**src/hw/rtl/srbb_pkg.sv**
```systemverilog
// Shared types and constants for the skin region bounding box unit.
// Depends on nothing; every other file of the block but srbb_stream_if imports it.
`default_nettype none

package srbb_pkg;

  localparam int POS_W       = 10;  // column and row counters
  localparam int DIM_W       = 11;  // frame dimensions and box minimum corner
  localparam int COUNT_W     = 19;
  localparam int SIDE_W      = 10;
  localparam int CFG_DATA_W  = 19;
  localparam int CFG_INDEX_W = 2;
  localparam int QUEUE_DEPTH = 4;

  localparam logic [DIM_W-1:0]   FRAME_WIDTH_RST    = DIM_W'(320);
  localparam logic [DIM_W-1:0]   FRAME_HEIGHT_RST   = DIM_W'(240);
  localparam logic [COUNT_W-1:0] MIN_SKIN_COUNT_RST = COUNT_W'(100);
  localparam logic [SIDE_W-1:0]  MIN_BOX_SIDE_RST   = SIDE_W'(20);

  localparam logic [COUNT_W-1:0] COUNT_MAX = '1;
  localparam logic [POS_W-1:0]   POS_MAX   = '1;

  // Skin color rule thresholds on 8-bit channels.
  localparam logic [7:0] SKIN_R_MIN  = 8'd95;
  localparam logic [7:0] SKIN_G_MIN  = 8'd40;
  localparam logic [7:0] SKIN_B_MIN  = 8'd20;
  localparam logic [7:0] SKIN_RG_GAP = 8'd15;

  typedef enum logic [CFG_INDEX_W-1:0] {
    CFG_FRAME_WIDTH    = 2'd0,
    CFG_FRAME_HEIGHT   = 2'd1,
    CFG_MIN_SKIN_COUNT = 2'd2,
    CFG_MIN_BOX_SIDE   = 2'd3
  } cfg_index_e;

  typedef struct packed {
    logic [DIM_W-1:0]   frame_width;
    logic [DIM_W-1:0]   frame_height;
    logic [COUNT_W-1:0] min_skin_count;
    logic [SIDE_W-1:0]  min_box_side;
  } cfg_t;

  typedef struct packed {
    logic [15:0] pixel;
    logic        frame_start;
    logic        frame_end;
  } pixel_item_t;

  typedef struct packed {
    logic [DIM_W-1:0]   box_min_x;
    logic [DIM_W-1:0]   box_min_y;
    logic [POS_W-1:0]   box_max_x;
    logic [POS_W-1:0]   box_max_y;
    logic [SIDE_W-1:0]  box_width;
    logic [SIDE_W-1:0]  box_height;
    logic [COUNT_W-1:0] skin_count;
    logic               face_present;
  } box_item_t;

  // One classified pixel on its way from front to back.
  typedef struct packed {
    logic [POS_W-1:0] column;
    logic [POS_W-1:0] row;
    logic             hit;
    logic             frame_start;
    logic             frame_end;
  } entry_t;

endpackage

`default_nettype wire

```
**src/hw/rtl/srbb_stream_if.sv**
```systemverilog
// Valid/ready stream channel carrying one payload per request.
// Payload type is set at instantiation; no other dependencies.
`default_nettype none

interface srbb_stream_if #(
  parameter type data_t = logic
);
  logic  valid;
  logic  ready;
  data_t payload;

  modport source (output valid, output payload, input ready);
  modport sink   (input valid, input payload, output ready);
endinterface

`default_nettype wire

```
**src/hw/rtl/skin_region_bounding_box_unit.sv**
```systemverilog
// Top level of the skin region bounding box unit: config registers, front,
// queue and back. Depends on srbb_pkg, srbb_stream_if, srbb_front,
// srbb_queue and srbb_back.
//
//   channel     dir  payload        request moves
//   pixel_in    in   pixel_item_t   one RGB565 pixel with frame_start/frame_end
//   box_out     out  box_item_t     one box result, on each frame_end pixel
//   cfg_*       in   19-bit data    one register write, index 0..3
//
// Flow: one pixel per clock while the queue has room. A frame_end pixel's result
// passes through the queue and then the back end's output register before it
// shows on box_out; its pop into that register waits while box_out still
// holds an earlier result that has not been taken.
// Reset: rst clears position, queue and output valid; registers return to
// 320/240/100/20 and trackers to the cleared state.
// Stalls: the back end holds only a frame_end entry while box_out is still
// occupied; the 4-entry queue lets pixels keep coming meanwhile, and
// pixel_in.ready drops only once the queue fills.
`default_nettype none

module skin_region_bounding_box_unit #(
  parameter int QUEUE_DEPTH = srbb_pkg::QUEUE_DEPTH
) (
  input  wire logic                                 clk,
  input  wire logic                                 rst,
  srbb_stream_if.sink                               pixel_in,
  srbb_stream_if.source                             box_out,
  input  wire logic                                 cfg_write,
  input  wire srbb_pkg::cfg_index_e                 cfg_index,
  input  wire logic [srbb_pkg::CFG_DATA_W-1:0]      cfg_data
);
  import srbb_pkg::*;

  cfg_t        cfg;
  logic        push;
  entry_t      push_entry;
  logic        queue_ready;
  logic        pop;
  logic        pop_valid;
  entry_t      pop_entry;
  logic        front_ready;
  box_item_t   box_item;
  logic        box_valid;

  // Register writes must land only while the block is idle; the user is bound to this, no guard enforces it.
  always_ff @(posedge clk) begin
    if (rst) begin
      cfg.frame_width    <= FRAME_WIDTH_RST;
      cfg.frame_height   <= FRAME_HEIGHT_RST;
      cfg.min_skin_count <= MIN_SKIN_COUNT_RST;
      cfg.min_box_side   <= MIN_BOX_SIDE_RST;
    end else if (cfg_write) begin
      case (cfg_index)
        CFG_FRAME_WIDTH:    cfg.frame_width    <= cfg_data[DIM_W-1:0];
        CFG_FRAME_HEIGHT:   cfg.frame_height   <= cfg_data[DIM_W-1:0];
        CFG_MIN_SKIN_COUNT: cfg.min_skin_count <= cfg_data[COUNT_W-1:0];
        CFG_MIN_BOX_SIDE:   cfg.min_box_side   <= cfg_data[SIDE_W-1:0];
        default: ;
      endcase
    end
  end

  // Front: place and classify each pixel, push it into the queue.
  srbb_front u_front (
    .clk         (clk),
    .rst         (rst),
    .cfg         (cfg),
    .in_valid    (pixel_in.valid),
    .in_item     (pixel_in.payload),
    .in_ready    (front_ready),
    .queue_ready (queue_ready),
    .push        (push),
    .push_entry  (push_entry)
  );

  assign pixel_in.ready = front_ready;

  // Queue: decouple pixel intake from result delivery.
  srbb_queue #(
    .DEPTH (QUEUE_DEPTH)
  ) u_queue (
    .clk        (clk),
    .rst        (rst),
    .push       (push),
    .push_entry (push_entry),
    .push_ready (queue_ready),
    .pop        (pop),
    .pop_valid  (pop_valid),
    .pop_entry  (pop_entry)
  );

  // Back: advance the trackers, drop one result per frame into box_out.
  srbb_back u_back (
    .clk         (clk),
    .rst         (rst),
    .cfg         (cfg),
    .entry_valid (pop_valid),
    .entry       (pop_entry),
    .pop         (pop),
    .out_valid   (box_valid),
    .out_item    (box_item),
    .out_ready   (box_out.ready)
  );

  assign box_out.valid   = box_valid;
  assign box_out.payload = box_item;

endmodule

`default_nettype wire

```
**src/hw/rtl/srbb_front.sv**
```systemverilog
// Front end: accepts pixels, tracks raster position, classifies skin samples.
// Depends on srbb_pkg; feeds srbb_queue.
`default_nettype none

module srbb_front (
  input  wire logic                 clk,
  input  wire logic                 rst,
  input  wire srbb_pkg::cfg_t       cfg,
  input  wire logic                 in_valid,
  input  wire srbb_pkg::pixel_item_t in_item,
  output logic                      in_ready,
  input  wire logic                 queue_ready,
  output logic                      push,
  output srbb_pkg::entry_t          push_entry
);
  import srbb_pkg::*;

  logic [POS_W-1:0] column;
  logic [POS_W-1:0] row;
  logic [POS_W-1:0] column_next;
  logic [POS_W-1:0] row_next;
  logic [POS_W-1:0] col_cur;
  logic [POS_W-1:0] row_cur;
  logic             row_done;
  logic             in_frame;
  logic             skin;
  logic [4:0]       r5;
  logic [5:0]       g6;
  logic [4:0]       b5;
  logic [7:0]       r8;
  logic [7:0]       g8;
  logic [7:0]       b8;

  assign in_ready = queue_ready;
  assign push     = in_valid && queue_ready;

  // Frame start restarts position before this pixel is placed.
  assign col_cur = in_item.frame_start ? '0 : column;
  assign row_cur = in_item.frame_start ? '0 : row;

  assign r5 = in_item.pixel[15:11];
  assign g6 = in_item.pixel[10:5];
  assign b5 = in_item.pixel[4:0];
  assign r8 = {r5, r5[4:2]};
  assign g8 = {g6, g6[5:4]};
  assign b8 = {b5, b5[4:2]};

  assign skin = (r8 > SKIN_R_MIN) && (g8 > SKIN_G_MIN) && (b8 > SKIN_B_MIN)
             && (r8 > g8) && (r8 > b8) && ((r8 - g8) > SKIN_RG_GAP);

  assign in_frame = ({1'b0, col_cur} < cfg.frame_width)
                 && ({1'b0, row_cur} < cfg.frame_height);

  assign row_done = (({1'b0, col_cur} + DIM_W'(1)) >= cfg.frame_width)
                 || (col_cur == POS_MAX);

  always_comb begin
    push_entry.column      = col_cur;
    push_entry.row         = row_cur;
    push_entry.hit         = !col_cur[0] && !row_cur[0] && in_frame && skin;
    push_entry.frame_start = in_item.frame_start;
    push_entry.frame_end   = in_item.frame_end;
  end

  always_comb begin
    if (in_item.frame_end) begin
      column_next = '0;
      row_next    = '0;
    end else if (row_done) begin
      column_next = '0;
      row_next    = row_cur + POS_W'(1);
    end else begin
      column_next = col_cur + POS_W'(1);
      row_next    = row_cur;
    end
  end

  always_ff @(posedge clk) begin
    if (rst) begin
      column <= '0;
      row    <= '0;
    end else if (push) begin
      column <= column_next;
      row    <= row_next;
    end
  end

endmodule

`default_nettype wire

```
**src/hw/rtl/srbb_queue.sv**
```systemverilog
// Short FIFO of classified pixels between front and back.
// Depends on srbb_pkg.
`default_nettype none

module srbb_queue #(
  parameter int DEPTH = srbb_pkg::QUEUE_DEPTH
) (
  input  wire logic             clk,
  input  wire logic             rst,
  input  wire logic             push,
  input  wire srbb_pkg::entry_t push_entry,
  output logic                  push_ready,
  input  wire logic             pop,
  output logic                  pop_valid,
  output srbb_pkg::entry_t      pop_entry
);
  import srbb_pkg::*;

  localparam int PTR_W = (DEPTH > 1) ? $clog2(DEPTH) : 1;
  localparam int CNT_W = $clog2(DEPTH + 1);
  localparam logic [PTR_W-1:0] LAST_PTR = PTR_W'(DEPTH - 1);
  localparam logic [CNT_W-1:0] FULL_CNT = CNT_W'(DEPTH);

  entry_t            slots [DEPTH];
  logic [PTR_W-1:0]  wr_ptr;
  logic [PTR_W-1:0]  rd_ptr;
  logic [CNT_W-1:0]  count;
  logic              do_push;
  logic              do_pop;

  assign push_ready = (count != FULL_CNT);
  assign pop_valid  = (count != '0);
  assign pop_entry  = slots[rd_ptr];
  assign do_push    = push && push_ready;
  assign do_pop     = pop && pop_valid;

  always_ff @(posedge clk) begin
    if (do_push) begin
      slots[wr_ptr] <= push_entry;
    end
  end

  always_ff @(posedge clk) begin
    if (rst) begin
      wr_ptr <= '0;
      rd_ptr <= '0;
      count  <= '0;
    end else begin
      if (do_push) begin
        wr_ptr <= (wr_ptr == LAST_PTR) ? '0 : wr_ptr + PTR_W'(1);
      end
      if (do_pop) begin
        rd_ptr <= (rd_ptr == LAST_PTR) ? '0 : rd_ptr + PTR_W'(1);
      end
      if (do_push && !do_pop) begin
        count <= count + CNT_W'(1);
      end else if (do_pop && !do_push) begin
        count <= count - CNT_W'(1);
      end
    end
  end

  a_count_bound: assert property (@(posedge clk) disable iff (rst)
    count <= FULL_CNT)
    else $error("queue count above depth");

  a_count_up: assert property (@(posedge clk) disable iff (rst)
    do_push && !do_pop |=> count == $past(count) + CNT_W'(1))
    else $error("queue count did not advance on push");

  a_ptr_gap: assert property (@(posedge clk) disable iff (rst)
    (count == '0) |-> (wr_ptr == rd_ptr))
    else $error("empty queue with pointers apart");

endmodule

`default_nettype wire

```
**src/hw/rtl/srbb_back.sv**
```systemverilog
// Back end: updates the skin box trackers and registers one result per frame.
// Depends on srbb_pkg; drains srbb_queue.
`default_nettype none

module srbb_back (
  input  wire logic              clk,
  input  wire logic              rst,
  input  wire srbb_pkg::cfg_t    cfg,
  input  wire logic              entry_valid,
  input  wire srbb_pkg::entry_t  entry,
  output logic                   pop,
  output logic                   out_valid,
  output srbb_pkg::box_item_t    out_item,
  input  wire logic              out_ready
);
  import srbb_pkg::*;

  logic [DIM_W-1:0]   track_min_x;
  logic [DIM_W-1:0]   track_min_y;
  logic [POS_W-1:0]   track_max_x;
  logic [POS_W-1:0]   track_max_y;
  logic [COUNT_W-1:0] count_skin;

  logic [DIM_W-1:0]   base_min_x;
  logic [DIM_W-1:0]   base_min_y;
  logic [POS_W-1:0]   base_max_x;
  logic [POS_W-1:0]   base_max_y;
  logic [COUNT_W-1:0] base_count;

  logic [DIM_W-1:0]   upd_min_x;
  logic [DIM_W-1:0]   upd_min_y;
  logic [POS_W-1:0]   upd_max_x;
  logic [POS_W-1:0]   upd_max_y;
  logic [COUNT_W-1:0] upd_count;

  logic [DIM_W-1:0]   diff_x;
  logic [DIM_W-1:0]   diff_y;
  logic [SIDE_W-1:0]  width;
  logic [SIDE_W-1:0]  height;
  box_item_t          result;

  // Hold a frame-end entry until the output register can take it.
  assign pop = entry_valid && (!entry.frame_end || !out_valid || out_ready);

  always_comb begin
    if (entry.frame_start) begin
      base_min_x = cfg.frame_width;
      base_min_y = cfg.frame_height;
      base_max_x = '0;
      base_max_y = '0;
      base_count = '0;
    end else begin
      base_min_x = track_min_x;
      base_min_y = track_min_y;
      base_max_x = track_max_x;
      base_max_y = track_max_y;
      base_count = count_skin;
    end
  end

  always_comb begin
    upd_min_x = base_min_x;
    upd_min_y = base_min_y;
    upd_max_x = base_max_x;
    upd_max_y = base_max_y;
    upd_count = base_count;
    if (entry.hit) begin
      if ({1'b0, entry.column} < base_min_x) upd_min_x = {1'b0, entry.column};
      if ({1'b0, entry.row} < base_min_y)    upd_min_y = {1'b0, entry.row};
      if (entry.column > base_max_x)         upd_max_x = entry.column;
      if (entry.row > base_max_y)            upd_max_y = entry.row;
      if (base_count != COUNT_MAX)           upd_count = base_count + COUNT_W'(1);
    end
  end

  assign diff_x = {1'b0, upd_max_x} - upd_min_x;
  assign diff_y = {1'b0, upd_max_y} - upd_min_y;
  assign width  = ({1'b0, upd_max_x} > upd_min_x) ? diff_x[SIDE_W-1:0] : '0;
  assign height = ({1'b0, upd_max_y} > upd_min_y) ? diff_y[SIDE_W-1:0] : '0;

  always_comb begin
    result.box_min_x    = upd_min_x;
    result.box_min_y    = upd_min_y;
    result.box_max_x    = upd_max_x;
    result.box_max_y    = upd_max_y;
    result.box_width    = width;
    result.box_height   = height;
    result.skin_count   = upd_count;
    result.face_present = (upd_count > cfg.min_skin_count)
                       && (width > cfg.min_box_side)
                       && (height > cfg.min_box_side);
  end

  always_ff @(posedge clk) begin
    if (rst) begin
      track_min_x <= FRAME_WIDTH_RST;
      track_min_y <= FRAME_HEIGHT_RST;
      track_max_x <= '0;
      track_max_y <= '0;
      count_skin  <= '0;
    end else if (pop) begin
      if (entry.frame_end) begin
        track_min_x <= cfg.frame_width;
        track_min_y <= cfg.frame_height;
        track_max_x <= '0;
        track_max_y <= '0;
        count_skin  <= '0;
      end else begin
        track_min_x <= upd_min_x;
        track_min_y <= upd_min_y;
        track_max_x <= upd_max_x;
        track_max_y <= upd_max_y;
        count_skin  <= upd_count;
      end
    end
  end

  always_ff @(posedge clk) begin
    if (rst) begin
      out_valid <= 1'b0;
    end else if (pop && entry.frame_end) begin
      out_valid <= 1'b1;
    end else if (out_ready) begin
      out_valid <= 1'b0;
    end
  end

  always_ff @(posedge clk) begin
    if (pop && entry.frame_end) begin
      out_item <= result;
    end
  end

  a_width_rule: assert property (@(posedge clk) disable iff (rst)
    out_valid |-> (out_item.box_width == '0)
               || ({1'b0, out_item.box_max_x} > out_item.box_min_x))
    else $error("box width set with max not above min");

  a_face_count: assert property (@(posedge clk) disable iff (rst)
    out_valid && out_item.face_present |-> out_item.skin_count > cfg.min_skin_count)
    else $error("face flagged with too few skin samples");

  a_clear_after_end: assert property (@(posedge clk) disable iff (rst)
    pop && entry.frame_end |=> count_skin == '0 && track_max_x == '0)
    else $error("trackers not cleared after frame end");

endmodule

`default_nettype wire

```
**src/flat_wrapper.sv**
```systemverilog
// flat-port wrapper written by rule: the top's interface ports become plain ports
module skin_region_bounding_box_unit_flat import srbb_pkg::*;
#(
  parameter int QUEUE_DEPTH = srbb_pkg::QUEUE_DEPTH
)
  (clk, rst, cfg_write, cfg_index, cfg_data, pixel_in_valid, pixel_in_payload, pixel_in_ready, box_out_valid, box_out_payload, box_out_ready);
  srbb_stream_if #(.data_t(pixel_item_t)) pixel_in_i ();
  srbb_stream_if #(.data_t(box_item_t)) box_out_i ();
  input  wire logic clk;
  input  wire logic rst;
  input  wire logic cfg_write;
  input  wire srbb_pkg::cfg_index_e cfg_index;
  input  wire logic [srbb_pkg::CFG_DATA_W-1:0] cfg_data;
  input wire logic [$bits(pixel_in_i.valid)-1:0] pixel_in_valid;
  input wire logic [$bits(pixel_in_i.payload)-1:0] pixel_in_payload;
  output wire logic [$bits(pixel_in_i.ready)-1:0] pixel_in_ready;
  output wire logic [$bits(box_out_i.valid)-1:0] box_out_valid;
  output wire logic [$bits(box_out_i.payload)-1:0] box_out_payload;
  input wire logic [$bits(box_out_i.ready)-1:0] box_out_ready;
  assign pixel_in_i.valid = pixel_in_valid;
  assign pixel_in_i.payload = pixel_in_payload;
  assign pixel_in_ready = pixel_in_i.ready;
  assign box_out_valid = box_out_i.valid;
  assign box_out_payload = box_out_i.payload;
  assign box_out_i.ready = box_out_ready;
  skin_region_bounding_box_unit #(.QUEUE_DEPTH(QUEUE_DEPTH)) u_core (.clk(clk), .rst(rst), .pixel_in(pixel_in_i), .box_out(box_out_i), .cfg_write(cfg_write), .cfg_index(cfg_index), .cfg_data(cfg_data));
endmodule
```
**config.mk**
```make
export PLATFORM = sky130hd
export DESIGN_NAME = skin_region_bounding_box_unit_flat
export DESIGN_NICKNAME = d
export VERILOG_FILES = /design/src/hw/rtl/srbb_pkg.sv /design/src/hw/rtl/srbb_stream_if.sv /design/src/hw/rtl/skin_region_bounding_box_unit.sv /design/src/hw/rtl/srbb_front.sv /design/src/hw/rtl/srbb_queue.sv /design/src/hw/rtl/srbb_back.sv /design/src/flat_wrapper.sv
export SDC_FILE = /design/constraint.sdc
export NUM_CORES = 1
export LEC_CHECK = 0
export ABC_AREA = 0
export CAP_MARGIN = 20
export CORE_MARGIN = 3
export CORE_UTILIZATION = 60
export CTS_CLUSTER_DIAMETER = 50
export DETAILED_ROUTE_END_ITERATION = 6
export DONT_BUFFER_PORTS = 1
export PLACE_DENSITY = 0.76
export SKIP_CTS_REPAIR_TIMING = 1
export SLEW_MARGIN = 20
export SYNTH_ARGS = -nofsm -noshare
export SYNTH_HDL_FRONTEND = slang
export SYNTH_SLANG_ARGS = --single-unit
```
**constraint.sdc**
```tcl
create_clock -name clk -period 11 [get_ports clk]
set_input_delay 2.75 -clock clk [delete_from_list [all_inputs] [get_ports clk]]
set_output_delay 2.75 -clock clk [all_outputs]
set_load 0.02 [all_outputs]
```
==> results of run 1 <==
==> tightest hold or removal path: cells and delay by family, from the launching register on <==
kind               cells  cell delay (ns)
DFF                    1             0.31
and+or+nand+nor        1             0.05
AOI/OAI and AO/OA      1             0.05
==> where the power goes <==
part | internal, mW | switching [mW] | total (mW) | leakage, nW
Clock | 0.649 | 0.474 | 1.12 | 0.535
Sequential | 1.57 | 0.276 | 1.85 | 2.89
Combinational | 0.851 | 1.50 | 2.35 | 3.82
Total | 3.07 | 2.25 | 5.32 | 7.24
==> registers in the layout, indices dropped and copies added, names as in the netlist, named ones only <==
name                       count
u_core.u_queue.count           3
u_core.u_back.out_item        82
u_core.u_queue.wr_ptr          2
u_core.u_front.row            10
u_core.u_queue.rd_ptr          2
u_core.u_back.track_max_x     10
u_core.u_queue.slots          92
u_core.cfg                    51
u_core.u_back.track_min_y     11
u_core.u_front.column         10
u_core.u_back.track_min_x     11
u_core.u_back.out_valid        1
u_core.u_back.count_skin      19
u_core.u_back.track_max_y     10
==> routing by layer <==
| layer | global-route usage (%) | wire, microns |
|---|---|---|
| met2 | 43.3 | 19000 |
| met3 | 4.87 | 3560 |
| met4 | 9.04 | 1390 |
| met1 | 39.3 | 18500 |
| met5 | 0 | 0 |
==> final timing paths <==
check                                                  from                                   to  slack [ns]  depth (start not counted)
worst max-delay path                              flip-flop  u_core.u_back.out_item[0]$_DFFE_PP_        3.20                         27
worst min-delay path            u_core.cfg[11]$_SDFFE_PP0P_          u_core.cfg[11]$_SDFFE_PP0P_        0.46                          2
worst max register to register                    flip-flop  u_core.u_back.out_item[0]$_DFFE_PP_        3.20                         27
worst min register to register  u_core.cfg[11]$_SDFFE_PP0P_          u_core.cfg[11]$_SDFFE_PP0P_        0.46                          2
==> Yosys cell counts, drive strengths merged, types with 21 or more instances <==
cell	number
edfxtp	174
a21oi	133
nand2	208
clkbuf	47
nand4	25
nor3	22
and3	23
xnor2	21
inv	111
a21o	37
dfxtp	142
mux4	23
mux2i	32
or3	23
nand3	31
nor2b	39
buf	26
ha	149
o21ai	63
nor2	102
==> cells by family after synthesis <==
family | after synthesis
XOR/XNOR | 39
buffers and inverters | 184
flip-flops | 316
AO/OA/AOI/OAI | 384
adder cells (fa/ha/maj) | 153
multiplexers | 65
AND/OR/NAND/NOR | 528
==> metrics by stage <==
| stage | total power [mW] | setup WS (ns) |
|---|---|---|
| 6_report | 5.32 | 3.20 |
| 4_1_cts | 5.30 | 3.32 |
| 3_5_place_dp | 4.16 | 3.35 |
| 3_3_place_gp | 4.09 | 3.57 |
| 2_1_floorplan | 3.59 | 1.07 |
| 5_1_grt | 5.64 | 2.63 |
==> area by class of cell <==
| type | instances | share of cell area (%) |
|---|---|---|
| clock inverters | 20 | 0.785 |
| inverters | 111 | 2.25 |
| flip-flops and latches | 316 | 43.6 |
| clock buffers | 43 | 5.18 |
| multi-input cells | 1169 | 44.9 |
| repair buffers | 18 | 0.730 |
| well taps | 378 | 2.56 |
==> results.json, run 1 <==
{
  "outcome": "finished clean",
  "port_buffers": 0,
  "hold_ws_ns": 0.457,
  "placement.cell_area_sq_um": 17400,
  "vias_per_cell": 6.32,
  "crit_required_ns": 11.23,
  "yosysSeqAreaShare_pct": 47.3,
  "synth_ff_type": "edfxtp_1",
  "antenna_found_initial": 0,
  "utilization_pct": 66.2,
  "syn_nets": 1866,
  "synth_top_family_by_area": "simple AND/OR/NAND/NOR gates",
  "critPathSlowestCell": "a31oi_4",
  "synth-adder-area-share_pct": 11.4,
  "grt_pass1_vias": 12295,
  "num_antenna_cells": 0,
  "seqCellArea_sq_um": 8070,
  "ant_nets": 0,
  "numCtsBuffers": 35,
  "clk_path_buf_depth": 3,
  "maxSlewViolCount": 0,
  "crit_type": "flip-flop to flip-flop",
  "synthCells": 1669,
  "syn_to_final_growth_pct": 8.45,
  "drt_iter0_markers": 1342,
  "clkTransAtPathRegs_ns": 0.06,
  "grtUsageTotal_pct": 27.6,
  "grt_max_degree": 113,
  "final_cells": 2055,
  "drive_gt1_share_pct": 7.57,
  "p_leak_nw": 7.24,
  "period_share_pct": 70.9,
  "vias": 12992,
  "dieWidth_microns": 175,
  "yosys.area_share.simple_pct": 14.7,
  "grt_pass1_wl_mm": 67.3,
  "synth_area_sq_um": 17100,
  "critPathMaxStageDelay_ns": 0.88,
  "cts_tree": "built",
  "finalSetupViolCount": 0,
  "globalRouteOverflowTotal": 0,
  "dpl.hpwl_mm": 30.0,
  "final.setup.tns_ns": 0,
  "fin_crit_ns": 7.80,
  "ir_worst_vdd_uv": 132,
  "clock_skew_ns": 0.0145,
  "synth.area.top_cells": "edfxtp_1 31%, dfxtp_1 17%, ha_1 11%, nand2_1 4.6%, a21oi_1 3.9%",
  "startpoint_type": "flip-flop",
  "rows": 61,
  "max_slew.worst_pin.slew_ns": 1.07,
  "max_slew_margin_pct": 28.5,
  "crit_family": "compound AO/OA/AOI/OAI gates",
  "synth_edf_count": 174,
  "fp.coreArea_sq_um": 27900,
  "numClockSinks": 316,
  "path_buf_inv": 2,
  "cp-end-kind": "flip-flop",
  "yosys.area.top_type": "edfxtp_1",
  "cp_max_fo": 46,
  "ios": 128,
  "die_area_sq_um": 30500,
  "final_common_cell": "nand2_1",
  "cap_violations": 0,
  "synth_mux_area_share_pct": 5.62,
  "syn_avg_cell_area_sq_um": 10.2,
  "async_flop_share_pct": 0,
  "root_buffer": "clkbuf_16",
  "fmax_ghz": 0.128,
  "min_path_type": "flip-flop to flip-flop",
  "place_congestion": 0.936,
  "synth_top_area_share_pct": 30.6,
  "crit_arrival_ns": 8.03,
  "dp_cells": 1992,
  "final_cell_mix": "208 x nand2_1, 174 x edfxtp_1, 149 x ha_1, 142 x dfxtp_1, 132 x a21oi_1",
  "wirelength_mm": 42.5,
  "synth_xor_area_share_pct": 2.00,
  "nets": 1848,
  "synth_compound_area_share_pct": 14.7,
  "rsz0062_at_grt": "no",
  "ys_seq_elements": 316,
  "stdcell_area_sq_um": 18500,
  "die_height_microns": 175,
  "ys_warn_count": 0,
  "multi_input_area_sq_um": 8300,
  "clock_latency_ns": 0.52,
  "synth.distinct_cells": 72,
  "drt_first_pass_iters": 6,
  "drcViolationCount": 0,
  "hold_violations": 0,
  "p_per_area_nw_per_um2": 288,
  "crit_path_frequent_cell": "a21o_1",
  "routedWlPerCell_microns": 20.7,
  "fillers": 2159,
  "cts.htree.levels": 2,
  "initial_core_util_pct": 61.1
}
No activity file was read; power rests on OpenSTA's default activity.
==> inputs of run 2 (changes only) <==
Clock period 11 ns to 7.42 ns, I/O delays scaled along.
==> run 2 against run 1 <==
Final cell count is 1.0% higher. Core utilization is 0.79 points higher. Register-to-register slack worse by 2.6 ns. Clock skew is 0.0031 ns higher. Critical endpoint unchanged. Design area is 1.2% higher. Count of clock-buffer cells in the layout is 6 higher. Via count is 0.18% lower. Setup slack worse by 2.6 ns.
==> results.json, run 2 (same netlist as run 1, synthesis figures left out) <==
{
  "antenna_found_initial": 1,
  "p_per_area_nw_per_um2": 428,
  "clkTransAtPathRegs_ns": 0.06,
  "holdPathStages": 2,
  "cts.htree.levels": 2,
  "drive_gt1_share_pct": 8.83,
  "dpl.hpwl_mm": 30.6,
  "critPathSlowestCell": "dfxtp_1",
  "ios": 128,
  "fp.coreArea_sq_um": 27900,
  "crit_arrival_ns": 7.12,
  "largest_register_ffs": 92,
  "fillers": 2133,
  "clk_path_buf_depth": 3,
  "num_antenna_cells": 0,
  "die_area_sq_um": 30500,
  "final_common_cell": "nand2_1",
  "routedWlPerCell_microns": 20.8,
  "top_regs": "u_core.u_queue.slots: 92 flops, u_core.u_back.out_item: 82 flops, u_core.cfg: 51 flops",
  "wirelength_mm": 43.1,
  "clock_latency_ns": 0.54,
  "final_cell_mix": "208 x nand2_1, 174 x edfxtp_1, 149 x ha_1, 142 x dfxtp_1, 132 x a21oi_1",
  "numClockSinks": 316,
  "grt_pass1_wl_mm": 69.1,
  "cap_violations": 0,
  "crit_type": "flip-flop to flip-flop",
  "drcViolationCount": 0,
  "initial_core_util_pct": 61.1,
  "ir_worst_vdd_uv": 218,
  "clock_skew_ns": 0.0176,
  "place_congestion": 0.903,
  "port_buffers": 0,
  "hold_ws_ns": 0.451,
  "globalRouteOverflowTotal": 0,
  "crit_required_ns": 7.71,
  "min_path_type": "flip-flop to flip-flop",
  "vias": 12968,
  "fmax_ghz": 0.146,
  "syn_to_final_growth_pct": 9.75,
  "nets": 1865,
  "ant_nets": 0,
  "hold_violations": 0,
  "max_slew.worst_pin.slew_ns": 1.08,
  "critPathMaxStageDelay_ns": 0.51,
  "finalSetupViolCount": 0,
  "die_height_microns": 175,
  "utilization_pct": 67.0,
  "startpoint_type": "flip-flop",
  "grtUsageTotal_pct": 28.3,
  "root_buffer": "clkbuf_16",
  "cp-end-kind": "flip-flop",
  "rows": 61,
  "fin_crit_ns": 6.83,
  "dieWidth_microns": 175,
  "cp_cell_sequence": "mux2_2, o21ai_4, buf_4, nand2_1, ha_1, and4_1, and3_1, a221oi_1, a311oi_2, buf_4, mux2i_1, ha_1, o21ai_0, a21oi_1, o31ai_1, a21boi_0, o21ai_2, nor2_1, ha_1, nand3_1, nor3_1, a311o_1, a2111oi_0",
  "regMostFlops": "u_core.u_queue.slots",
  "setup_ws_ns": 0.590,
  "outcome": "finished clean",
  "grt_pass1_vias": 12655,
  "grt_max_degree": 113,
  "vias_per_cell": 6.25,
  "crit_path_frequent_cell": "ha_1",
  "pre_cts_ws_ns": 0.300,
  "ff2ff_path_depth": 23,
  "power_mw": 8.01,
  "period_share_pct": 92.1,
  "drt_first_pass_iters": 5,
  "rsz0062_at_grt": "no",
  "p_leak_nw": 7.37,
  "max_slew_margin_pct": 27.7,
  "cts_tree": "built",
  "drt_iter0_markers": 1227,
  "cp_max_fo": 16,
  "maxSlewViolCount": 0,
  "final.setup.tns_ns": 0,
  "numCtsBuffers": 38
}
-- run 2: changes by cell type in the layout (fill, tap and decap cells not counted), sizes merged --
cell	previous run	this run
inv	114	117
clkinvlp	5	2
clkinv	11	12
clkbuf	43	49
buf	18	32
-- run 2: worst paths after layout --
path                            slack, ns                                        from                                    endpoint
worst max register to register       0.59                                   flip-flop         u_core.u_back.out_item[0]$_DFFE_PP_
worst max-delay path                 0.59                                   flip-flop         u_core.u_back.out_item[0]$_DFFE_PP_
worst min-delay path                 0.45  u_core.u_back.track_min_x[10]$_SDFFE_PP0P_  u_core.u_back.track_min_x[10]$_SDFFE_PP0P_
worst min register to register       0.45  u_core.u_back.track_min_x[10]$_SDFFE_PP0P_  u_core.u_back.track_min_x[10]$_SDFFE_PP0P_
-- run 2: metal layers --
metal	wire length (microns)	up-vias	part of all wire, %	GRT usage (%)
met5	0	-	0	0
met4	1290	0	3.0	9.28
met3	3350	91	7.8	5.89
met2	19600	479	45	43.9
met1	18900	6279	44	40.2
li1	-	6119	-	-
-- run 2: worst max-delay path, delay by kind of cell, from the launching register on --
family / cells / cell delay (ns)
buffers and inverters: 2 / 0.58
multiplexers: 2 / 0.84
adder cells (fa/ha/maj): 3 / 1.03
AO/OA/AOI/OAI: 10 / 2.65
AND/OR/NAND/NOR: 6 / 0.96
flip-flops: 1 / 0.51
-- run 2: where the power goes --
part	total (mW)	switching, mW	internal [mW]
combinational	3.48	2.19	1.30
sequential	2.75	0.416	2.33
clock	1.78	0.751	1.02
total	8.01	3.36	4.66
-- run 2: stage by stage --
step,instance area (sq um),cells
after global routing,18700,2076
after floorplan,17100,1669
final,18700,2076
after detailed placement,17500,2006
after global placement,17500,2006
after CTS,18700,2076
-- run 2: layout make-up --
cell class	count	area [sq um]	share of cell area [%]
timing repair buffer	32	240	1.28
clock buffer	49	1020	5.45
inverter	111	417	2.23
multi-input combinational	1169	8320	44.5
tap	378	473	2.53
sequential	316	8070	43.1
clock inverter	21	181	0.969
==> inputs of run 3 (changes only) <==
Settings changed: CTS_BUF_LIST from default to sky130_fd_sc_hd__clkbuf_16.
==> run 3 against run 2 <==
Non-clock buffer count unchanged. Setup slack got worse by 0.022 ns. Core utilization decreased by 0.099 points. Critical path depth grew 2. Final cell count did not move.
==> results.json, run 3 (same netlist as run 1, synthesis figures left out) <==
{
  "outcome": "finished clean",
  "p_per_area_nw_per_um2": 426,
  "startpoint_type": "flip-flop",
  "min_path_type": "flip-flop to flip-flop",
  "ios": 128,
  "hold_start": "u_core.u_back.track_min_x[10]$_SDFFE_PP0P_",
  "r2r-end": "u_core.u_back.out_item[0]$_DFFE_PP_",
  "crit_required_ns": 7.70,
  "final_cells": 2076,
  "ir_worst_vdd_uv": 218,
  "crit_type": "flip-flop to flip-flop",
  "grt_max_degree": 113,
  "dp_cells": 2006,
  "cts_tree": "built",
  "p_sw_mw": 3.35,
  "crit_path_frequent_cell": "ha_1",
  "numCtsBuffers": 38,
  "regMostFlops": "u_core.u_queue.slots",
  "pwr-share-seq_pct": 34.5,
  "min_to": "u_core.u_back.track_min_x[10]$_SDFFE_PP0P_",
  "final_cell_mix": "208 x nand2_1, 174 x edfxtp_1, 149 x ha_1, 142 x dfxtp_1, 132 x a21oi_1",
  "num_antenna_cells": 0,
  "p_leak_nw": 7.39,
  "drt_iter0_markers": 1178,
  "multi_input_area_sq_um": 8320,
  "grt_pass1_vias": 12636,
  "cap_violations": 0,
  "power.internal_mw": 4.61,
  "clkTransAtPathRegs_ns": 0.06,
  "critPathSlowestCell": "dfxtp_1",
  "antenna_found_initial": 1,
  "ff2ff_path_depth": 25,
  "die_area_sq_um": 30500,
  "fp.coreArea_sq_um": 27900,
  "final.setup.tns_ns": 0,
  "dieWidth_microns": 175,
  "holdPathStages": 2,
  "use_met2_pct": 43.9,
  "wirelength_mm": 43.1,
  "drcViolationCount": 0,
  "clkPwrFrac_pct": 21.8,
  "path_buf_inv": 3,
  "switching_share_pct": 42.1,
  "gr-usage-met3_pct": 5.80,
  "dpl.hpwl_mm": 30.6,
  "finalSetupViolCount": 0,
  "fmax_ghz": 0.146,
  "drive_gt1_share_pct": 8.72,
  "cp-end-kind": "flip-flop",
  "place_congestion": 0.903,
  "grtUsageTotal_pct": 28.3,
  "grt-busiest-layer": "met2",
  "p_comb_share_pct": 43.7,
  "vias_per_cell": 6.24,
  "period_share_pct": 92.4,
  "cts.htree.levels": 2,
  "clk_path_buf_depth": 3,
  "clock_skew_ns": 0.0205,
  "nets": 1865,
  "die_height_microns": 175,
  "globalRouteOverflowTotal": 0,
  "port_buffers": 0,
  "clock_latency_ns": 0.53,
  "max_slew.worst_pin.slew_ns": 1.11,
  "grt_use_met1_pct": 40.3,
  "numClockSinks": 316,
  "ant_nets": 0,
  "critPathMaxStageDelay_ns": 0.53,
  "reg2reg_slack_ns": 0.57,
  "crit_arrival_ns": 7.14,
  "hold_violations": 0,
  "largest_register_ffs": 92,
  "drt_first_pass_iters": 6,
  "vias": 12952,
  "syn_to_final_growth_pct": 9.59,
  "fin_crit_ns": 6.85,
  "seqCellArea_sq_um": 8070,
  "rsz0062_at_grt": "no",
  "grt_pass1_wl_mm": 69.1,
  "initial_core_util_pct": 61.1,
  "final_common_cell": "nand2_1",
  "top_regs": "u_core.u_queue.slots: 92 flops, u_core.u_back.out_item: 82 flops, u_core.cfg: 51 flops",
  "cp_max_fo": 16,
  "routedWlPerCell_microns": 20.8,
  "maxSlewViolCount": 0,
  "fillers": 2133,
  "crit_family": "compound AO/OA/AOI/OAI gates",
  "rows": 61,
  "max_slew_margin_pct": 25.7,
  "root_buffer": "clkbuf_16"
}
[run 3: changes by cell type in the layout (fill, tap and decap cells not counted), sizes merged]
cell	delta
clkbuf	-11
inv	+11
[run 3: per-stage QoR]
stage / utilization [%] / power [mW] / area [sq um] / worst slack (ns) / hold slack, ns
after floorplan: - / 5.30 / 17100 / 0.726 / 0.431
after global placement: 62.7 / 6.10 / 17500 / 0.652 / 0.434
after detailed placement: 62.7 / 6.18 / 17500 / 0.300 / 0.438
after CTS: 66.9 / 7.93 / 18700 / 0.223 / 0.445
after global routing: 66.9 / 8.47 / 18700 / 0.0123 / 0.475
final: 66.9 / 7.97 / 18700 / 0.568 / 0.451
[run 3: worst max-delay path by stage]
stage                                          end  depth (start not counted)  slack, ns
4_1_cts        u_core.u_back.out_item[0]$_DFFE_PP_                         25       0.22
2_1_floorplan  u_core.u_back.out_item[0]$_DFFE_PP_                         31       0.73
3_5_place_dp   u_core.u_back.out_item[0]$_DFFE_PP_                         28       0.30
3_3_place_gp   u_core.u_back.out_item[0]$_DFFE_PP_                         25       0.65
6_report       u_core.u_back.out_item[0]$_DFFE_PP_                         25       0.57
5_1_grt        u_core.u_back.out_item[0]$_DFFE_PP_                         28       0.01
[run 3: routing by layer]
metal  up-vias  part of all wire, %
met3        84                  8.4
met2       501                   45
met4         0                  2.8
met1      6257                   43
li1       6110                    -
met5         -                    0
[run 3: cell type report]
cell class                      count  share of cell area, %
Tap cell                          378                   2.53
Timing Repair Buffer               32                   1.29
Inverter                          111                   2.23
Multi-Input combinational cell   1169                   44.5
Sequential cell                   316                   43.2
Clock inverter                     32                   1.19
Clock buffer                       38                   5.09
[run 3: worst min-delay path: stages, from the launching register on]
cell and delay (ns):
dfxtp_1 0.31, nand2_1 0.05, a21oi_1 0.05
[run 3: power by group through the flow]
stage          Clock [mW]  Combinational (mW)  Sequential, mW
2_1_floorplan           0                2.56            2.74
3_3_place_gp            0                3.32            2.77
3_5_place_dp            0                3.39            2.79
4_1_cts              1.75                3.42            2.76
5_1_grt              1.83                3.86            2.78
6_report             1.73                3.48            2.75
